`config.mk`:
```
export PLATFORM = sky130hd
export DESIGN_NAME = midpoint_circle_pixel_generator
export DESIGN_NICKNAME = d
export VERILOG_FILES = /design/src/rtl/core/mcpg_pkg.sv /design/src/rtl/core/mcpg_stepper.sv /design/src/rtl/core/mcpg_emit.sv /design/src/rtl/core/midpoint_circle_pixel_generator.sv
export SDC_FILE = /design/constraint.sdc
export NUM_CORES = 1
export LEC_CHECK = 0
export ABC_AREA = 1
export BUFFER_PORTS_ARGS = -buffer_cell sky130_fd_sc_hd__buf_2
export CAP_MARGIN = 20
export CORE_MARGIN = 2
export CORE_UTILIZATION = 62
export DETAILED_ROUTE_END_ITERATION = 12
export GPL_ROUTABILITY_DRIVEN = 0
export GPL_TIMING_DRIVEN = 0
export HOLD_SLACK_MARGIN = 0.1
export PLACE_DENSITY = 0.84
export RECOVER_POWER = 50
export SLEW_MARGIN = 5
export SYNTH_ARGS = -nofsm -noshare
export SYNTH_HDL_FRONTEND = slang
export SYNTH_HIERARCHICAL = 1
export SYNTH_SLANG_ARGS = --single-unit
```
`constraint.sdc`:
```
create_clock -name clk -period 9.8 [get_ports clk]
set_clock_uncertainty 0.15 [all_clocks]
set_input_delay 0.98 -clock clk [delete_from_list [all_inputs] [get_ports clk]]
set_output_delay 0.98 -clock clk [all_outputs]
set_load 0.05 [all_outputs]
```
`src/rtl/core/mcpg_pkg.sv`:
```
package mcpg_pkg;

  // Window registers
  localparam int WIN_BITS = 13;
  localparam logic [WIN_BITS-1:0] WIN_WIDTH_RESET  = 13'd640;
  localparam logic [WIN_BITS-1:0] WIN_HEIGHT_RESET = 13'd480;

  localparam int COLOR_BITS = 16;
  localparam int APB_DATA_BITS = 32;
  localparam int APB_ADDR_BITS = 3;

  // Register index, taken from paddr[2]
  typedef enum logic [0:0] {
    REG_WINDOW_WIDTH  = 1'b0,
    REG_WINDOW_HEIGHT = 1'b1
  } reg_idx_t;

  // Points per group
  localparam int PT_IDX_BITS = 3;
  localparam logic [PT_IDX_BITS-1:0] LAST_POINT = 3'd7;

  // Midpoint decision update terms
  localparam int DEC_INIT    = 3;
  localparam int DEC_STEP_E  = 6;
  localparam int DEC_STEP_SE = 10;
  localparam int DEC_SHIFT   = 2;  // times four

  // Group handoff from stepper to point emitter
  typedef struct packed {
    logic valid;
    logic done;
  } grp_ctrl_t;

endpackage

```
`src/rtl/core/mcpg_stepper.sv`:
```
module mcpg_stepper #(
  parameter int COORD_BITS  = 13,
  parameter int RADIUS_BITS = 10
) (
  input  logic                                  clk,
  input  logic                                  rst,
  input  logic                                  accept,
  input  logic                                  start_req,
  input  logic signed [COORD_BITS-1:0]          center_x,
  input  logic signed [COORD_BITS-1:0]          center_y,
  input  logic        [RADIUS_BITS-1:0]         radius,
  input  logic        [mcpg_pkg::COLOR_BITS-1:0] pen_color,
  output mcpg_pkg::grp_ctrl_t                   grp_ctrl,
  output logic signed [COORD_BITS-1:0]          grp_cx,
  output logic signed [COORD_BITS-1:0]          grp_cy,
  output logic signed [RADIUS_BITS+1:0]         grp_ox,
  output logic signed [RADIUS_BITS+1:0]         grp_oy,
  output logic        [mcpg_pkg::COLOR_BITS-1:0] grp_color
);

  localparam int OFF_BITS = RADIUS_BITS + 2;
  localparam int DEC_BITS = RADIUS_BITS + 6;

  logic                               busy;
  logic signed [COORD_BITS-1:0]       held_cx;
  logic signed [COORD_BITS-1:0]       held_cy;
  logic signed [OFF_BITS-1:0]         offset_x;
  logic signed [OFF_BITS-1:0]         offset_y;
  logic signed [DEC_BITS-1:0]         decision;
  logic [mcpg_pkg::COLOR_BITS-1:0]    held_color;

  logic signed [OFF_BITS-1:0]         src_x;
  logic signed [OFF_BITS-1:0]         src_y;
  logic signed [DEC_BITS-1:0]         src_d;
  logic signed [DEC_BITS-1:0]         dec_init;
  logic signed [OFF_BITS-1:0]         x_next;
  logic signed [OFF_BITS-1:0]         y_next;
  logic signed [DEC_BITS-1:0]         d_next;
  logic signed [DEC_BITS-1:0]         x1_e;
  logic signed [DEC_BITS-1:0]         y_e;
  logic signed [DEC_BITS-1:0]         diff_e;
  logic                               final_grp;

  assign dec_init = DEC_BITS'(mcpg_pkg::DEC_INIT)
                  - {{(DEC_BITS-RADIUS_BITS-1){1'b0}}, radius, 1'b0};

  always_comb begin
    src_x = start_req ? '0 : offset_x;
    src_y = start_req ? {{(OFF_BITS-RADIUS_BITS){1'b0}}, radius} : offset_y;
    src_d = start_req ? dec_init : decision;
  end

  // One midpoint step from the source offset
  always_comb begin
    x_next = src_x + OFF_BITS'(1);
    x1_e   = {{(DEC_BITS-OFF_BITS){x_next[OFF_BITS-1]}}, x_next};
    y_e    = {{(DEC_BITS-OFF_BITS){src_y[OFF_BITS-1]}}, src_y};
    diff_e = x1_e - y_e;
    if (src_d[DEC_BITS-1]) begin
      d_next = src_d + (x1_e <<< mcpg_pkg::DEC_SHIFT) + DEC_BITS'(mcpg_pkg::DEC_STEP_E);
      y_next = src_y;
    end else begin
      d_next = src_d + (diff_e <<< mcpg_pkg::DEC_SHIFT) + DEC_BITS'(mcpg_pkg::DEC_STEP_SE);
      y_next = src_y - OFF_BITS'(1);
    end
  end

  assign final_grp = !start_req && (src_x >= src_y);

  always_comb begin
    grp_ctrl.valid = accept && (start_req || busy);
    grp_ctrl.done  = final_grp;
    grp_cx    = start_req ? center_x  : held_cx;
    grp_cy    = start_req ? center_y  : held_cy;
    grp_color = start_req ? pen_color : held_color;
    grp_ox    = src_x;
    grp_oy    = src_y;
  end

  always_ff @(posedge clk) begin
    if (rst) begin
      busy <= 1'b0;
    end else if (accept) begin
      if (start_req) begin
        busy       <= 1'b1;
        held_cx    <= center_x;
        held_cy    <= center_y;
        held_color <= pen_color;
        offset_x   <= x_next;
        offset_y   <= y_next;
        decision   <= d_next;
      end else if (busy) begin
        if (final_grp) begin
          busy <= 1'b0;
        end else begin
          offset_x <= x_next;
          offset_y <= y_next;
          decision <= d_next;
        end
      end
    end
  end

endmodule

```
`src/rtl/core/mcpg_emit.sv`:
```
module mcpg_emit #(
  parameter int COORD_BITS  = 13,
  parameter int RADIUS_BITS = 10
) (
  input  logic                                  clk,
  input  logic                                  rst,
  input  mcpg_pkg::grp_ctrl_t                   grp_ctrl,
  input  logic signed [COORD_BITS-1:0]          grp_cx,
  input  logic signed [COORD_BITS-1:0]          grp_cy,
  input  logic signed [RADIUS_BITS+1:0]         grp_ox,
  input  logic signed [RADIUS_BITS+1:0]         grp_oy,
  input  logic        [mcpg_pkg::COLOR_BITS-1:0] grp_color,
  output logic                                  grp_ready,
  input  logic [mcpg_pkg::WIN_BITS-1:0]         window_width,
  input  logic [mcpg_pkg::WIN_BITS-1:0]         window_height,
  output logic                                  m_tvalid,
  input  logic                                  m_tready,
  output logic [((2*(COORD_BITS+1)+mcpg_pkg::COLOR_BITS+7)/8)*8-1:0] m_tdata,
  output logic                                  m_tlast,
  output logic [1:0]                            m_tuser
);

  localparam int OFF_BITS  = RADIUS_BITS + 2;
  localparam int PIX_BITS  = COORD_BITS + 1;
  localparam int WB        = mcpg_pkg::WIN_BITS;
  localparam int MAX1      = (COORD_BITS > OFF_BITS) ? COORD_BITS : OFF_BITS;
  localparam int MAX2      = (MAX1 > WB) ? MAX1 : WB;
  localparam int SUM_BITS  = MAX2 + 2;
  localparam int OUT_BITS  = ((2*PIX_BITS+mcpg_pkg::COLOR_BITS+7)/8)*8;
  localparam int PAD_BITS  = OUT_BITS - 2*PIX_BITS - mcpg_pkg::COLOR_BITS;

  logic                                    grp_valid;
  logic [mcpg_pkg::PT_IDX_BITS-1:0]        idx;
  logic signed [COORD_BITS-1:0]            g_cx;
  logic signed [COORD_BITS-1:0]            g_cy;
  logic signed [OFF_BITS-1:0]              g_ox;
  logic signed [OFF_BITS-1:0]              g_oy;
  logic [mcpg_pkg::COLOR_BITS-1:0]         g_color;
  logic                                    g_done;

  logic                                    out_adv;
  logic                                    pt_last;
  logic signed [SUM_BITS-1:0]              cx_e, cy_e, a_e, b_e, dx, dy, px, py;
  logic                                    vis;

  assign out_adv   = grp_valid && (!m_tvalid || m_tready);
  assign pt_last   = (idx == mcpg_pkg::LAST_POINT);
  assign grp_ready = !grp_valid || (out_adv && pt_last);

  // Point order: idx[2] swaps x/y offsets, idx[1] negates x, idx[0] negates y
  always_comb begin
    cx_e = {{(SUM_BITS-COORD_BITS){g_cx[COORD_BITS-1]}}, g_cx};
    cy_e = {{(SUM_BITS-COORD_BITS){g_cy[COORD_BITS-1]}}, g_cy};
    a_e  = {{(SUM_BITS-OFF_BITS){g_ox[OFF_BITS-1]}}, g_ox};
    b_e  = {{(SUM_BITS-OFF_BITS){g_oy[OFF_BITS-1]}}, g_oy};
    dx   = idx[2] ? b_e : a_e;
    dy   = idx[2] ? a_e : b_e;
    px   = idx[1] ? (cx_e - dx) : (cx_e + dx);
    py   = idx[0] ? (cy_e - dy) : (cy_e + dy);
    vis  = !px[SUM_BITS-1] && !py[SUM_BITS-1]
        && ($unsigned(px) < {{(SUM_BITS-WB){1'b0}}, window_width})
        && ($unsigned(py) < {{(SUM_BITS-WB){1'b0}}, window_height});
  end

  // Group register
  always_ff @(posedge clk) begin
    if (rst) begin
      grp_valid <= 1'b0;
      idx       <= '0;
    end else if (grp_ctrl.valid) begin
      grp_valid <= 1'b1;
      idx       <= '0;
      g_cx      <= grp_cx;
      g_cy      <= grp_cy;
      g_ox      <= grp_ox;
      g_oy      <= grp_oy;
      g_color   <= grp_color;
      g_done    <= grp_ctrl.done;
    end else if (out_adv) begin
      idx <= idx + mcpg_pkg::PT_IDX_BITS'(1);
      if (pt_last) begin
        grp_valid <= 1'b0;
      end
    end
  end

  // Output register
  always_ff @(posedge clk) begin
    if (rst) begin
      m_tvalid <= 1'b0;
    end else if (out_adv) begin
      m_tvalid <= 1'b1;
    end else if (m_tready) begin
      m_tvalid <= 1'b0;
    end
  end

  always_ff @(posedge clk) begin
    if (out_adv) begin
      m_tdata <= {{PAD_BITS{1'b0}}, g_color, py[PIX_BITS-1:0], px[PIX_BITS-1:0]};
      m_tlast <= pt_last;
      m_tuser <= {g_done, vis};
    end
  end

endmodule

```
`src/rtl/core/midpoint_circle_pixel_generator.sv`:
```
// Channel  | Dir | Signals                              | Contents
// ---------+-----+--------------------------------------+---------------------------------
// s_       | in  | s_tvalid s_tready s_tdata s_tuser    | circle start or step item
// m_       | out | m_tvalid m_tready m_tdata m_tlast    | one mirrored point per transfer
//          |     | m_tuser                              |
// apb      | in  | psel penable pwrite paddr pwdata     | window_width @0, window_height @4
//          |     | prdata pready                        |
//
// Each start item, and each step item while a circle is active, yields eight
// point transfers, one per cycle while m_ is not stalled. A step item while
// idle yields nothing. The next item is taken as the eighth point enters the
// output register: no gap between groups.
// rst (synchronous) clears circle, group and output registers; window back to 640 x 480.
// A stall on m_ holds the output register and the group, and so stalls s_.
module midpoint_circle_pixel_generator #(
  parameter int COORD_BITS  = 13,
  parameter int RADIUS_BITS = 10
) (
  input  logic                                     clk,
  input  logic                                     rst,
  // APB configuration port
  input  logic                                     psel,
  input  logic                                     penable,
  input  logic                                     pwrite,
  input  logic [mcpg_pkg::APB_ADDR_BITS-1:0]       paddr,
  input  logic [mcpg_pkg::APB_DATA_BITS-1:0]       pwdata,
  output logic [mcpg_pkg::APB_DATA_BITS-1:0]       prdata,
  output logic                                     pready,
  // item input
  input  logic                                     s_tvalid,
  output logic                                     s_tready,
  // s_tdata, low bit up: center_x, center_y, radius, pen_color, zero pad
  input  logic [((2*COORD_BITS+RADIUS_BITS+mcpg_pkg::COLOR_BITS+7)/8)*8-1:0] s_tdata,
  // s_tuser: start_req
  input  logic [0:0]                               s_tuser,
  // point output
  output logic                                     m_tvalid,
  input  logic                                     m_tready,
  // m_tdata, low bit up: pixel_x, pixel_y, pixel_color, zero pad
  output logic [((2*(COORD_BITS+1)+mcpg_pkg::COLOR_BITS+7)/8)*8-1:0] m_tdata,
  // m_tlast: last point of the group
  output logic                                     m_tlast,
  // m_tuser, low bit up: visible, done_res
  output logic [1:0]                               m_tuser
);

  localparam int CB = COORD_BITS;
  localparam int RB = RADIUS_BITS;
  localparam int WB = mcpg_pkg::WIN_BITS;

  logic [WB-1:0]                      window_width;
  logic [WB-1:0]                      window_height;
  logic                               cfg_write;
  mcpg_pkg::reg_idx_t                 cfg_idx;

  logic                               accept;
  logic                               grp_ready;
  mcpg_pkg::grp_ctrl_t                grp_ctrl;
  logic signed [CB-1:0]               grp_cx;
  logic signed [CB-1:0]               grp_cy;
  logic signed [RB+1:0]               grp_ox;
  logic signed [RB+1:0]               grp_oy;
  logic [mcpg_pkg::COLOR_BITS-1:0]    grp_color;

  logic signed [CB-1:0]               in_cx;
  logic signed [CB-1:0]               in_cy;
  logic [RB-1:0]                      in_radius;
  logic [mcpg_pkg::COLOR_BITS-1:0]    in_color;

  // Configuration registers; the index is paddr[2]
  assign pready    = 1'b1;
  assign cfg_idx   = mcpg_pkg::reg_idx_t'(paddr[2]);
  assign cfg_write = psel && penable && pwrite && pready;

  always_ff @(posedge clk) begin
    if (rst) begin
      window_width  <= mcpg_pkg::WIN_WIDTH_RESET;
      window_height <= mcpg_pkg::WIN_HEIGHT_RESET;
    end else if (cfg_write) begin
      unique case (cfg_idx)
        mcpg_pkg::REG_WINDOW_WIDTH:  window_width  <= pwdata[WB-1:0];
        mcpg_pkg::REG_WINDOW_HEIGHT: window_height <= pwdata[WB-1:0];
        default: ;
      endcase
    end
  end

  always_comb begin
    unique case (cfg_idx)
      mcpg_pkg::REG_WINDOW_WIDTH:
        prdata = {{(mcpg_pkg::APB_DATA_BITS-WB){1'b0}}, window_width};
      mcpg_pkg::REG_WINDOW_HEIGHT:
        prdata = {{(mcpg_pkg::APB_DATA_BITS-WB){1'b0}}, window_height};
      default:
        prdata = '0;
    endcase
  end

  // Input unpack
  assign in_cx     = s_tdata[CB-1:0];
  assign in_cy     = s_tdata[2*CB-1:CB];
  assign in_radius = s_tdata[2*CB+RB-1:2*CB];
  assign in_color  = s_tdata[2*CB+RB+mcpg_pkg::COLOR_BITS-1:2*CB+RB];

  // Items are taken whenever the group register is free for the next group
  assign s_tready = grp_ready;
  assign accept   = s_tvalid && s_tready;

  mcpg_stepper #(
    .COORD_BITS (CB),
    .RADIUS_BITS(RB)
  ) u_stepper (
    .clk      (clk),
    .rst      (rst),
    .accept   (accept),
    .start_req(s_tuser[0]),
    .center_x (in_cx),
    .center_y (in_cy),
    .radius   (in_radius),
    .pen_color(in_color),
    .grp_ctrl (grp_ctrl),
    .grp_cx   (grp_cx),
    .grp_cy   (grp_cy),
    .grp_ox   (grp_ox),
    .grp_oy   (grp_oy),
    .grp_color(grp_color)
  );

  mcpg_emit #(
    .COORD_BITS (CB),
    .RADIUS_BITS(RB)
  ) u_emit (
    .clk          (clk),
    .rst          (rst),
    .grp_ctrl     (grp_ctrl),
    .grp_cx       (grp_cx),
    .grp_cy       (grp_cy),
    .grp_ox       (grp_ox),
    .grp_oy       (grp_oy),
    .grp_color    (grp_color),
    .grp_ready    (grp_ready),
    .window_width (window_width),
    .window_height(window_height),
    .m_tvalid     (m_tvalid),
    .m_tready     (m_tready),
    .m_tdata      (m_tdata),
    .m_tlast      (m_tlast),
    .m_tuser      (m_tuser)
  );

endmodule

```
* Word level (Yosys, flattened, before mapping) *
Index checks and enable logic that the tools add are counted.

cells by class
  order comparisons = 3
  mux-type cells = 30
  bitwise logic cells = 2
  equal/unequal tests = 2
  $add $sub $neg = 13
  reduce and logical (&&, ||, !) cells = 29

operators by type and width
  cell                                                                   number
  12-bit 2-to-1 mux                                                      9
  16-bit 2-to-1 mux                                                      6
  32-bit one-hot mux with 2 select lines                                 1
  15-bit 2-to-1 mux                                                      4
  13-bit by 15-bit adder with 15-bit output                              2
  15-bit by 13-bit < comparator with 1-bit output                        2
  13-bit by 15-bit subtractor with 15-bit output                         2
  13-bit 2-to-1 mux                                                      2
  16-bit by 14-bit adder with 16-bit output                              1
  16-bit adder                                                           1
  16-bit by 4-bit adder with 16-bit output (second input constant)       1
  16-bit by 5-bit adder with 16-bit output (second input constant)       1
  12-bit by 12-bit subtractor with 13-bit output                         1
  12-bit by 2-bit adder with 12-bit output (second input constant)       1
  12-bit greater-or-equal comparator                                     1
  12-bit by 2-bit subtractor with 12-bit output (second input constant)  1
  2-bit by 11-bit subtractor with 12-bit output (first input constant)   1
  1-bit logical AND                                                      10
  2-bit AND reduction                                                    5
  1-bit 2-to-1 mux                                                       8
  2-bit nonzero test                                                     4
  1-bit zero test                                                        5
  4-bit AND reduction                                                    1
  3-bit by 1-bit adder with 3-bit output (second input constant)         1
  other kinds (5)                                                        8

storage, ports and cells
  output and inout bits = 86
  bits in registers = 228
  input port bits = 99
  word-level logic and storage cells = 100

* Depth between registers and ports, before layout *
Gate-level depths: netlist (run 1).

  depth after elaboration = 9
  depth in mapped cells = 34
  depth with buffers taken out = 32

* By module *
The synthesis (run 1) kept the hierarchy.

modules (own cells, without submodules)
  module                           area an instance (µm²)  seq. area each (µm²)  times used  cells each
  mcpg_stepper                     6583.8                  2452.4                1           816
  mcpg_emit                        6530.0                  3523.4                1           635
  midpoint_circle_pixel_generator  1415.1                  520.5                 1           220

* Worst setup path after synthesis (run 1) *
No wires, ideal clock.

  path type = input-to-reg
  start point = input port m_tready
  end point = register u_emit/g_color[0] (netlist bit), enable pin
  path slack = 4443 ps
  data required time = 9157 ps
  buffers on the path = 0
  arrival = 4714 ps
  setup time = 493 ps
  cell stages on the path = 10
  cells stage by stage = inv_1 nand2_1 nand2_1 nand2_1 nand2_1 inv_1 inv_1 nor2_1 inv_1 nor2_1

RTL lines
  what                    RTL line                               text
  start: declaration      midpoint_circle_pixel_generator.sv:38  input logic m_tready,
  end signal: assignment  mcpg_emit.sv:77                        g_color <= grp_color;
  end: declaration        mcpg_emit.sv:38                        logic [mcpg_pkg::COLOR_BITS-1:0] g_color;

* Worst setup path after layout (run 1) *
  start point = input port s_tuser
  end point = register u_stepper.decision[14], data pin

on the way
  cells in the longest elaborated chain, start to end = 9
  elaborated cells between the ends (all ways) = 13
  classes of those cells = 6 x add/sub; 7 x mux

RTL lines
  what                                            RTL line                               text
  start: declaration                              midpoint_circle_pixel_generator.sv:35  input logic [0:0] s_tuser,
  12-bit 2-to-1 mux *                             mcpg_stepper.sv:48                     src_x = start_req ? '0 : offset_x;
  12-bit by 2-bit adder with 12-bit output *      mcpg_stepper.sv:55                     x_next = src_x + OFF_BITS'(1);
  via u_stepper.x_next[2]                         mcpg_stepper.sv:36                     logic signed [OFF_BITS-1:0] x_next;
  12-bit by 12-bit subtractor with 13-bit output  mcpg_stepper.sv:58                     diff_e = x1_e - y_e;
  16-bit adder                                    mcpg_stepper.sv:63                     d_next = src_d + (diff_e <<< mcpg_pkg::DEC_SHIFT) + DEC_BITS'(mcpg_pkg::DEC_STEP_SE);
  16-bit by 5-bit adder with 16-bit output        mcpg_stepper.sv:63
  16-bit 2-to-1 mux *                             mcpg_stepper.sv:59                     if (src_d[DEC_BITS-1]) begin
  via u_stepper.d_next[14]                        mcpg_stepper.sv:38                     logic signed [DEC_BITS-1:0] d_next;
  16-bit 2-to-1 mux                               mcpg_stepper.sv:93                     if (final_grp) begin
  16-bit 2-to-1 mux                               mcpg_stepper.sv:92                     end else if (busy) begin
  16-bit 2-to-1 mux *                             mcpg_stepper.sv:84                     if (start_req) begin
  end signal: assignment                          mcpg_stepper.sv:91                     decision <= d_next;
  end signal: assignment                          mcpg_stepper.sv:98                     decision <= d_next;
  end: declaration                                mcpg_stepper.sv:29                     logic signed [DEC_BITS-1:0] decision;

The timed path passes the listed nets; every way through them passes the cells marked *. The select of a mux whose other input is x is not followed.
A chain may end at the register's enable or synchronous reset.

==> reports/qor.yml, run 1 <==
yosys:
  synth-simple-area-share_pct: 22.0
  synth_xor_area_share_pct: 4.45
  async_reset_ff_share_pct: 0
  synth_common_cells: "nand2_1, edfxtp_1, inv_1"
  ys_warn_count: 6
  ys_types: 55
  synth_cells: 1671
  synth_fa_ha_area_share_pct: 12.1
  yosysTopAreaCell: "edfxtp_1"
  yosysTopAreaCellShare_pct: 40.3
  synth.cell_area_sq_um: 14500
  synth_compound_area_share_pct: 8.28
  synthMuxAreaShare_pct: 0
  ys.flop_type: "edfxtp_1"
  synth_seq_cells: 227
  yosysSeqAreaShare_pct: 44.7
  synthTopCellsByArea: "edfxtp_1, nand2_1, ha_1"
  synth.avg_cell_area_sq_um: 8.69
  synth-edff-count: 195
  synth_top_family_by_area: "simple AND/OR/NAND/NOR gates"
  synthMostInstantiatedCell: "nand2_1"
floorplanning:
  core.rowCount: 56
  core-area_sq_um: 23300
  die_x_um: 157
  io_pins: 185
  die_area_sq_um: 24700
  dieHeight_um: 157
  start_util_pct: 62.5
drt:
  wl_per_cell_um: 15.6
  drc: 0
  drtIter0Drc: 990
  dr_total_vias: 11944
  dr.pass1.iters: 7
  wl_um: 34200
  ant_nets: 0
  via_per_inst: 5.44
finish:
  syn2layout_area_growth_pct: 13.1
  drive_above_1_share_pct: 12.4
  instances_no_fill: 2194
  n_antenna_cell: 0
  final_util_pct: 70.6
  fillers: 1793
  nets: 2093
placement:
  dp.cells: 2150
  io_buffers: 134
  post-dp-hpwl_um: 26000
global_routing:
  grt_use_total_pct: 27.7
  grt_pass1_vias: 11590
  grt_max_degree: 35
  gr-total-overflow: 0
  antenna_found_initial: 0
  grt_pass1_wl_um: 54400
clocking:
  path_clk_slew_ps: 70
  clock-sinks: 227
  ctsLongestPathBuffers: 3
  cts_resized: 0
  insertion_delay_ps: 510
  htree_levels: 1
  clockRootBuffer: "clkbuf_16"
  cts_tree: "yes"
  numCtsBuffers: 24
  ctsHoldBuffers: 0
  postCtsSetupBuffers: 0
timing:
  hold_ws_ps: 265
  setup_violations: 0
  fmax_mhz: 147
  period_share_pct: 69.4
  max_slew_margin_pct: -19.8
  final_max_slew_viol_count: 64
  finalCriticalPeriod_ps: 6800
  tightest_slew_ps: 1800
  rsz0062_at_grt: "false"
  timing.setup.tns_ps: 0
  hold_viol_final: 0
power:
  p_total_mw: 2.96
  p_per_area_nw_per_um2: 180
  irDropWorstVdd_uv: 128
  p_leak_nw: 7.66
flow_run:
  drv_cap: 2
setup_path:
  path_max_fanout: 10
  crit_path_frequent_cell: "nand2_1"
  startpoint_type: "primary input"
  cp.required_ps: 9900
  critPathMaxStageDelay_ps: 620
  cpMaxStageDelayCell: "clkbuf_1"
  critPathKind: "primary input to flop"
  arrival_ps: 6900
  endpoint_kind: "flop"
worst_hold_path:
  hold_path_class: "flop to flop"
outcome:
  violations: "capacitance limit, slew limit"
  status: "complete, but fails checks"
==> power breakdown <==
part           switching, mW  internal, mW
combinational          0.566         0.277
sequential            0.0187          1.13
clock                  0.368         0.598
==> through the flow <==
step           setup WS, ps  instance area (sq um)
6_report               3000                  16400
5_1_grt                2510                  16400
4_1_cts                4200                  16600
3_5_place_dp           3690                  15800
3_3_place_gp           3130                  15700
2_1_floorplan          4440                  14600
==> kinds of logic (layout without fill, tap and decap cells) <==
group | after synthesis | after routing
AND/OR/NAND/NOR | 752 | 752
buffers and inverters | 273 | 456
flip-flops | 227 | 227
AO/OA/AOI/OAI | 206 | 206
adder cells (fa/ha/maj) | 137 | 137
XOR/XNOR | 73 | 73
other | 3 | 24
==> final timing paths <==
kind	startpoint	end	slack (ps)	cells past startpoint
setup reg to reg	u_emit/idx[2]	u_emit/m_tuser[0]	4470	26
hold / removal	u_emit/g_color[6]	u_emit/m_tdata[34]	260	0
hold reg to reg	u_emit/g_color[6]	u_emit/m_tdata[34]	260	0
setup / recovery	s_tuser	u_stepper/decision[14]	3000	28
==> flip-flops by register name (all words and copies together), names as in the netlist, 2 cells and up <==
signal / cells
window_width: 13
u_stepper/held_cy: 13
u_stepper/offset_y: 12
u_emit/m_tuser: 2
u_emit/g_ox: 12
u_emit/g_color: 16
u_stepper/held_cx: 13
u_emit/m_tdata: 44
u_stepper/offset_x: 12
u_emit/idx: 3
u_stepper/held_color: 16
u_stepper/decision: 15
u_emit/g_cx: 13
window_height: 13
u_emit/g_oy: 12
u_emit/g_cy: 13
==> cells in the final DEF (no fill, tap or decap), drive strengths merged, types with 3 or more instances in the layout <==
cell and instances:
nand3 96, a21oi 90, nand3b 3, a21o 6, fa 5, o21bai 5, ha 132, inv 210
a31oi 5, clkinv 8, nand2 475, nor3 16, o31ai 4, buf 126, dfxtp 32, conb 24
xor2 53, bufinv 5, o21ai 79, o211ai 5, nor2 144, or2 5, nand4 10, edfxtp 195
xnor2 20, clkbuf 105
==> critical path: cells and delay by family <==
kind	cells	cell delay, ps
AO/OA/AOI/OAI	10	1730
XOR/XNOR	2	320
adder cells (fa/ha/maj)	3	1000
buffers and inverters	6	2250
AND/OR/NAND/NOR	7	610
==> layout make-up <==
cell class,instances,area (sq um),area share (%)
Sequential cell,227,6500,39.5
Timing Repair Buffer,139,673,4.10
Clock buffer,29,641,3.90
Inverter,210,791,4.81
Tap cell,319,399,2.43
Multi-Input combinational cell,1192,6830,41.6
Clock inverter,15,208,1.26
Buffer,63,395,2.41
==> metal layers <==
layer,vias to the layer above,track usage (%),share of wire (%)
li1,5856,-,-
met1,5512,33.3,40
met2,486,50.2,50
met3,90,2.78,6.3
met4,0,12.3,4.2
met5,-,0,0
Power figures use the tool's default switching activity.
==> run 2, diff against run 1 <==
ABC_AREA = 0   (was 1)
CORE_UTILIZATION = 59   (was 62)
PLACE_DENSITY = 0.8   (was 0.84)
clock period = 6.3 ns   (was 9.8 ns; I/O delays follow)
==> run 2 against run 1 <==
Compared with the run above:
- the run still ends with capacitance limit, slew limit left
- largest cell class unchanged
- first-iteration DRC count shrank 19%
- count of clock-buffer cells in the layout grew 8
- critical endpoint is now u_stepper/decision[15]
- flip-flop and latch count is the same
==> reports/qor.yml, run 2 <==
power:
  p_sw_mw: 1.27  # +34%
  p_sw_share_pct: 30.1  # -2.1 points
  p_total_mw: 4.22  # +43%
  internal_power_mw: 2.95  # +47%
  power.share.clock_pct: 32.2  # -0.5 points
  p_leak_nw: 6.63  # -13%
  seq_power_share_pct: 41.9  # +3.1 points
  combPwrFrac_pct: 25.9  # -2.6 points
  irDropWorstVdd_uv: 188  # +46%
  p_per_area_nw_per_um2: 255  # +42%
setup_path:
  critPathKind: "primary input to flop"
  startpoint_type: "primary input"
  endpoint_kind: "flop"
  path_max_fanout: 10  # unchanged
  arrival_ps: 6120  # -780 ps
  cp.required_ps: 6410  # -3490 ps
global_routing:
  antenna_found_initial: 0  # unchanged
  grt_max_degree: 41  # +17%
  grt_use_total_pct: 25.2  # -2.5 points
  grt_pass1_vias: 10518  # -9.2%
  gr-total-overflow: 0  # unchanged
  grt_pass1_wl_um: 52700  # -3.1%
drt:
  ant_nets: 0  # unchanged
  wl_per_cell_um: 17.6  # +13%
  drc: 0  # unchanged
  wl_um: 32600  # -4.5%
  drtIter0Drc: 802  # -19%
  dr.pass1.iters: 5  # -2
  via_per_inst: 5.76  # +5.8%
  dr_total_vias: 10648  # -11%
finish:
  largest_register_ffs: 44  # unchanged
  multi_input_area_sq_um: 7480  # +9.5%
  drive_above_1_share_pct: 17.2  # +4.8 points
  fillers: 1864  # +4.0%
  reg_top3: "u_emit/m_tdata: 44 flops, u_emit/g_color: 16 flops, u_stepper/held_color: 16 flops"
  final_util_pct: 68.3  # -2.3 points
  n_antenna_cell: 0  # unchanged
  layout_commonest_cell: "edfxtp_1"
  regMostFlops: "u_emit/m_tdata"
  final_cell_mix: "edfxtp_1, ha_1, nor2_1, buf_2, inv_1"
  nets: 1743  # -17%
  syn2layout_area_growth_pct: 13.8
  seqCellArea_sq_um: 6500  # unchanged
  final_area_sq_um: 16600  # +0.78%
clocking:
  cts_tree: "yes"
  numCtsBuffers: 25  # +4.2%
  htree_levels: 1  # unchanged
  insertion_delay_ps: 530  # +20 ps
  clock-sinks: 227  # unchanged
  ctsLongestPathBuffers: 3  # unchanged
  path_clk_slew_ps: 60  # about the same
  clockRootBuffer: "clkbuf_16"
timing:
  tightest_slew_ps: 2280  # +483 ps
  rsz0062_at_grt: "true"
  period_share_pct: 95.3
  fmax_mhz: 167
  hold_viol_final: 0  # unchanged
  timing.setup.tns_ps: 0  # unchanged
  max_slew_margin_pct: -52.0  # -32 points
  final_max_slew_viol_count: 41  # -36%
  setup_violations: 0  # unchanged
  finalCriticalPeriod_ps: 6010
  hold_ws_ps: 245  # -20.4 ps
yosys:
  yosysTopAreaCell: "edfxtp_1"
  synth_top_family_by_area: "simple AND/OR/NAND/NOR gates"
  synth_cells: 1319  # -21%
  async_reset_ff_share_pct: 0  # unchanged
  synth_seq_cells: 227  # unchanged
  synth_common_cells: "edfxtp_1, ha_1, nor2_1"
  ys_warn_count: 6  # unchanged
  synth.avg_cell_area_sq_um: 11.0  # +27%
  synth_xor_area_share_pct: 6.05  # +1.6 points
  synthMostInstantiatedCell: "edfxtp_1"
  ys.flop_type: "edfxtp_1"
  synth-edff-count: 195  # unchanged
  yosysTopAreaCellShare_pct: 40.2  # -0.055 points
  yosysSeqAreaShare_pct: 44.7  # -0.062 points
  synth.cell_area_sq_um: 14500  # +0.14%
  ys_types: 91  # +65%
  synthTopCellsByArea: "edfxtp_1, ha_1, mux2_2"
  synthMuxAreaShare_pct: 9.73  # +9.7 points
  synth_compound_area_share_pct: 9.99  # +1.7 points
  synth-simple-area-share_pct: 12.7  # -9.3 points
  synth_fa_ha_area_share_pct: 12.0  # -0.017 points
floorplanning:
  core-area_sq_um: 24200  # +4.2%
  dieHeight_um: 161  # +2.5%
  io_pins: 185  # unchanged
  core.rowCount: 57  # +1.8%
  die_area_sq_um: 25900  # +5.1%
  start_util_pct: 60.0  # -2.5 points
  die_x_um: 161  # +2.5%
placement:
  io_buffers: 134  # unchanged
  placed_cell_area_sq_um: 15800  # +0.21%
  post-dp-hpwl_um: 24800  # -4.8%
outcome:
  status: "complete, but fails checks"
  violations: "capacitance limit, slew limit"
worst_hold_path:
  hold_path_class: "primary input to flop"
flow_run:
  drv_cap: 1  # -1
run 2: changes by cell type after synthesis, sizes merged, moves of 18 or more:
cell / change
nand3: -81
mux2: +69
xor2: -18
xnor2: +43
nand2b: +48
nor2b: +23
nor2: -34
inv: -125
nand2: -417
o21ai: -32
mux2i: +63
a21oi: -21
run 2: kinds of logic (layout without fill, tap and decap cells):
family                     Yosys count  in the layout
buffers and inverters              143            328
xor gates and xnor gates            99             99
muxes                              132            132
other                                3             24
and+or+nand+nor                    353            353
adders and majority gates          137            137
DFF                                227            227
AOI/OAI and AO/OA                  225            225
run 2: what timing repair did:
| action | in CTS | in global routing |
|---|---|---|
| gates cloned | 0 | 0 |
| pin swaps | 1 | 1 |
| hold buffers | 0 | 0 |
| gates resized for setup | 8 | 8 |
| setup endpoints to repair | 4 | 3 |
| buffers inserted | 2 | 1 |
run 2: area by class of cell:
cell class                 count  area share (%)
multi-input combinational    970            45.2
sequential                   227            39.2
timing repair buffer         142            4.36
clock buffer                  37            4.11
tap                          324            2.45
buffer                        56            2.33
inverter                      85            1.93
clock inverter                 8           0.438
run 2: worst paths after layout:
| kind | start | cells past startpoint | slack [ps] | end |
|---|---|---|---|---|
| max reg2reg | u_emit/idx[2] | 27 | 310 | u_emit/m_tuser[0] |
| min | pwdata[5] | 3 | 240 | window_width[5] |
| min reg2reg | u_emit/g_color[10] | 0 | 270 | u_emit/m_tdata[38] |
| max | s_tuser | 23 | 290 | u_stepper/decision[15] |
run 2: routing by layer:
layer / up-vias / global-route usage [%] / part of all wire [%] / wire length [um]
li1: 5151 / - / - / -
met1: 5123 / 32.3 / 42 / 13900
met2: 311 / 45.4 / 50 / 16300
met3: 63 / 2.75 / 5.1 / 1660
met4: 0 / 6.98 / 2.5 / 817
met5: - / 0 / 0 / 0
run 2: worst max-delay path, stage by stage:
cell and delay, ps:
clkbuf_1 210, buf_6 200, buf_4 210, buf_2 310, clkbuf_2 330, nand2_1 110
o21ai_0 190, inv_1 170, fa_1 490, a21o_1 220, a41o_1 300, o41ai_1 410
nor3_2 170, a21o_1 210, a21oi_1 160, xnor2_1 150, ha_1 260, ha_1 330
nand2_1 90, o41a_1 480, o21ai_0 240, xnor2_1 140, mux2i_1 80
run 2: power by group through the flow:
stage	clock network (mW)	registers (mW)	logic [mW]
2_1_floorplan	0	1.87	0.748
3_3_place_gp	0	1.80	1.03
3_5_place_dp	0	1.80	1.08
4_1_cts	1.39	1.77	1.09
5_1_grt	1.45	1.77	1.21
6_report	1.36	1.77	1.09
run 2: metrics by stage:
stage / setup slack (ps) / std cells
finish: 295 / 1849
global route: -16.5 / 1849
CTS: 39.7 / 1849
detailed placement: -761 / 1803
global placement: -1170 / 1798
floorplan: 421 / 1340
==> run 3, diff against run 2 <==
CTS_BUF_LIST = sky130_fd_sc_hd__clkbuf_16   (was unset)
==> run 3 against run 2 <==
Compared with the run above:
- critical endpoint unchanged
- flip-flop and latch count unchanged
- clock power is essentially flat
- via count is essentially flat
- the flow still finishes with violations (capacitance limit, slew limit)
- sequential power is essentially flat
- wire length is essentially flat
- maximum frequency grew 0.32%
- hold slack got worse by 1.6 ps
- count of clock-buffer cells in the layout is 12 lower
- cell count unchanged
- first-iteration DRC count down 4.9%
- highest routed layer unchanged
- design area hardly changed
==> reports/qor.yml, run 3 (synthesized netlist as in run 2, its figures left out) <==
floorplanning:
  die_area_sq_um: 25900  # unchanged
  core-area_sq_um: 24200  # unchanged
  dieHeight_um: 161  # unchanged
  die_x_um: 161  # unchanged
  io_pins: 185  # unchanged
  core.rowCount: 57  # unchanged
  start_util_pct: 60.0  # unchanged
finish:
  n_antenna_cell: 0  # unchanged
  drive_above_1_share_pct: 17.1  # -0.066 points
  layout_commonest_cell: "edfxtp_1"
  syn2layout_area_growth_pct: 13.7  # about the same
  largest_register_ffs: 44  # unchanged
  seqCellArea_sq_um: 6500  # unchanged
  fillers: 1865  # +0.054%
  final_cell_mix: "edfxtp_1, ha_1, nor2_1, inv_1, buf_2"
  reg_top3: "u_emit/m_tdata: 44 flops, u_emit/g_color: 16 flops, u_stepper/held_color: 16 flops"
  nets: 1743  # unchanged
  regMostFlops: "u_emit/m_tdata"
  multi_input_area_sq_um: 7480  # unchanged
drt:
  drtIter0Drc: 763  # -4.9%
  ant_nets: 0  # unchanged
  top_layer_used: "met4"
  route.met3.wl_um: 1700  # +2.0%
  m1WireLength_um: 13800  # -0.44%
  drc: 0  # unchanged
  dr_total_vias: 10642  # -0.056%
  wl_per_cell_um: 17.7  # about the same
  via_per_inst: 5.76  # about the same
  met2_length_um: 16400  # +0.60%
  wl_um: 32600  # about the same
  dr.pass1.iters: 5  # unchanged
power:
  irDropWorstVdd_uv: 188  # about the same
  internal_power_mw: 2.92  # -1.0%
  p_per_area_nw_per_um2: 253  # -0.65%
  p_sw_share_pct: 30.4  # +0.23 points
  combPwrFrac_pct: 26.1  # +0.2 points
  seq_power_share_pct: 42.2  # +0.3 points
  p_total_mw: 4.19  # -0.71%
  p_sw_mw: 1.27  # about the same
  power.share.clock_pct: 31.8  # -0.4 points
  p_leak_nw: 6.67  # +0.60%
setup_path:
  r2r_cells: 27  # unchanged
  rr_endpoint: "u_emit/m_tuser[0]"
  endpoint_kind: "flop"
  cpMaxStageDelayCell: "fa_1"
  arrival_ps: 6100  # -20 ps
  r2r_setup_slack_ps: 320  # about the same
  r2r-start: "u_emit/idx[2]"
  critPathMaxStageDelay_ps: 490  # about the same
  path_max_fanout: 10  # unchanged
  startpoint_type: "primary input"
  cp_top_family: "compound AO/OA/AOI/OAI gates"
  path_cells: "clkbuf_1, buf_6, buf_4, buf_2, clkbuf_2, nand2_1, o21ai_0, inv_1, fa_1, a21o_1, a41o_1, o41ai_1, nor3_2, a21o_1, a21oi_1, xnor2_1, ha_1, ha_1, nand2_1, o41a_1, o21ai_0, xnor2_1, mux2i_1"
  cp.buffers_inverters: 6  # unchanged
  critPathKind: "primary input to flop"
  cp.required_ps: 6410  # about the same
placement:
  io_buffers: 134  # unchanged
  post-dp-hpwl_um: 24800  # unchanged
clocking:
  ctsHoldBuffers: 0  # unchanged
  clockRootBuffer: "clkbuf_16"
  path_clk_slew_ps: 60  # about the same
  numCtsBuffers: 25  # unchanged
  cts_tree: "yes"
  ctsLongestPathBuffers: 3  # unchanged
  htree_levels: 1  # unchanged
  clock-sinks: 227  # unchanged
  insertion_delay_ps: 530  # about the same
outcome:
  status: "complete, but fails checks"
  violations: "capacitance limit, slew limit"
timing:
  tightest_slew_ps: 2260  # -17.6 ps
  max_slew_margin_pct: -50.8  # +1.2 points
  setup_violations: 0  # unchanged
  timing.setup.tns_ps: 0  # unchanged
  fmax_mhz: 167  # +0.32%
  period_share_pct: 95.0  # -0.30 points
  hold_ws_ps: 243  # -1.58 ps
  hold_viol_final: 0  # unchanged
  finalCriticalPeriod_ps: 5990  # -19.0 ps
  rsz0062_at_grt: "true"
  final_max_slew_viol_count: 41  # unchanged
flow_run:
  drv_cap: 1  # unchanged
global_routing:
  antenna_found_initial: 0  # unchanged
  gr-total-overflow: 0  # unchanged
  grt_use_total_pct: 25.2  # unchanged
  grt_pass1_wl_um: 52700  # unchanged
  grt_pass1_vias: 10518  # unchanged
  grt_max_degree: 41  # unchanged
worst_hold_path:
  hold_path_startpoint: "pwdata[5]"
  hold_depth: 3  # unchanged
  hold_path_class: "primary input to flop"
  worstHoldEndpoint: "window_width[5]"
-- run 3: cell type report --
cell class | instances | share of cell area [%]
clock inverters | 20 | 0.711
repair buffers | 142 | 4.36
well taps | 324 | 2.45
plain buffers | 56 | 2.33
clock buffers | 25 | 3.78
inverters | 85 | 1.93
flip-flops and latches | 227 | 39.3
multi-input cells | 970 | 45.2
-- run 3: worst max-delay path by stage --
stage / cells past startpoint / startpoint / slack [ps] / to
6_report: 23 / s_tuser / 310 / u_stepper/decision[15]
5_1_grt: 27 / u_emit/idx[2] / -20 / u_emit/m_tuser[0]
4_1_cts: 26 / u_emit/idx[2] / 40 / u_emit/m_tuser[0]
3_5_place_dp: 22 / s_tuser / -760 / u_stepper/decision[15]
3_3_place_gp: 8 / s_tuser / -1170 / u_emit/g_color[11]
2_1_floorplan: 25 / u_emit/idx[2] / 420 / u_emit/m_tuser[0]
-- run 3: power groups by stage --
| stage | clock, mW | sequential, mW | combinational [mW] |
|---|---|---|---|
| after detailed placement | 0 | 1.80 | 1.08 |
| after global routing | 1.42 | 1.77 | 1.21 |
| after CTS | 1.36 | 1.77 | 1.09 |
| final | 1.33 | 1.77 | 1.09 |
| after global placement | 0 | 1.80 | 1.03 |
| after floorplan | 0 | 1.87 | 0.748 |
-- run 3: worst min-delay path: stages --
cell and delay [ps]:
buf_2 110, nand2b_1 60, mux2i_1 60
-- run 3: what timing repair did --
item | in CTS | in global routing
endpoints found under the hold margin | 0 | 0
buffers inserted | 2 | 1
setup endpoints to repair | 4 | 3
gates resized for setup | 8 | 8
pin swaps | 1 | 1
-- run 3: per-layer routing --
metal	up-vias	track usage, %
met3	57	2.75
met2	324	45.4
li1	5148	-
met5	-	0
met4	0	6.98
met1	5113	32.3
-- run 3: stage by stage --
stage / setup slack (ps) / instance area [sq um] / utilization [%] / std cells
2_1_floorplan: 421 / 14600 / - / 1340
3_3_place_gp: -1170 / 15700 / 64.8 / 1798
3_5_place_dp: -761 / 15800 / 65.3 / 1803
4_1_cts: 39.7 / 16600 / 68.5 / 1849
5_1_grt: -16.5 / 16500 / 68.2 / 1849
6_report: 314 / 16500 / 68.2 / 1849
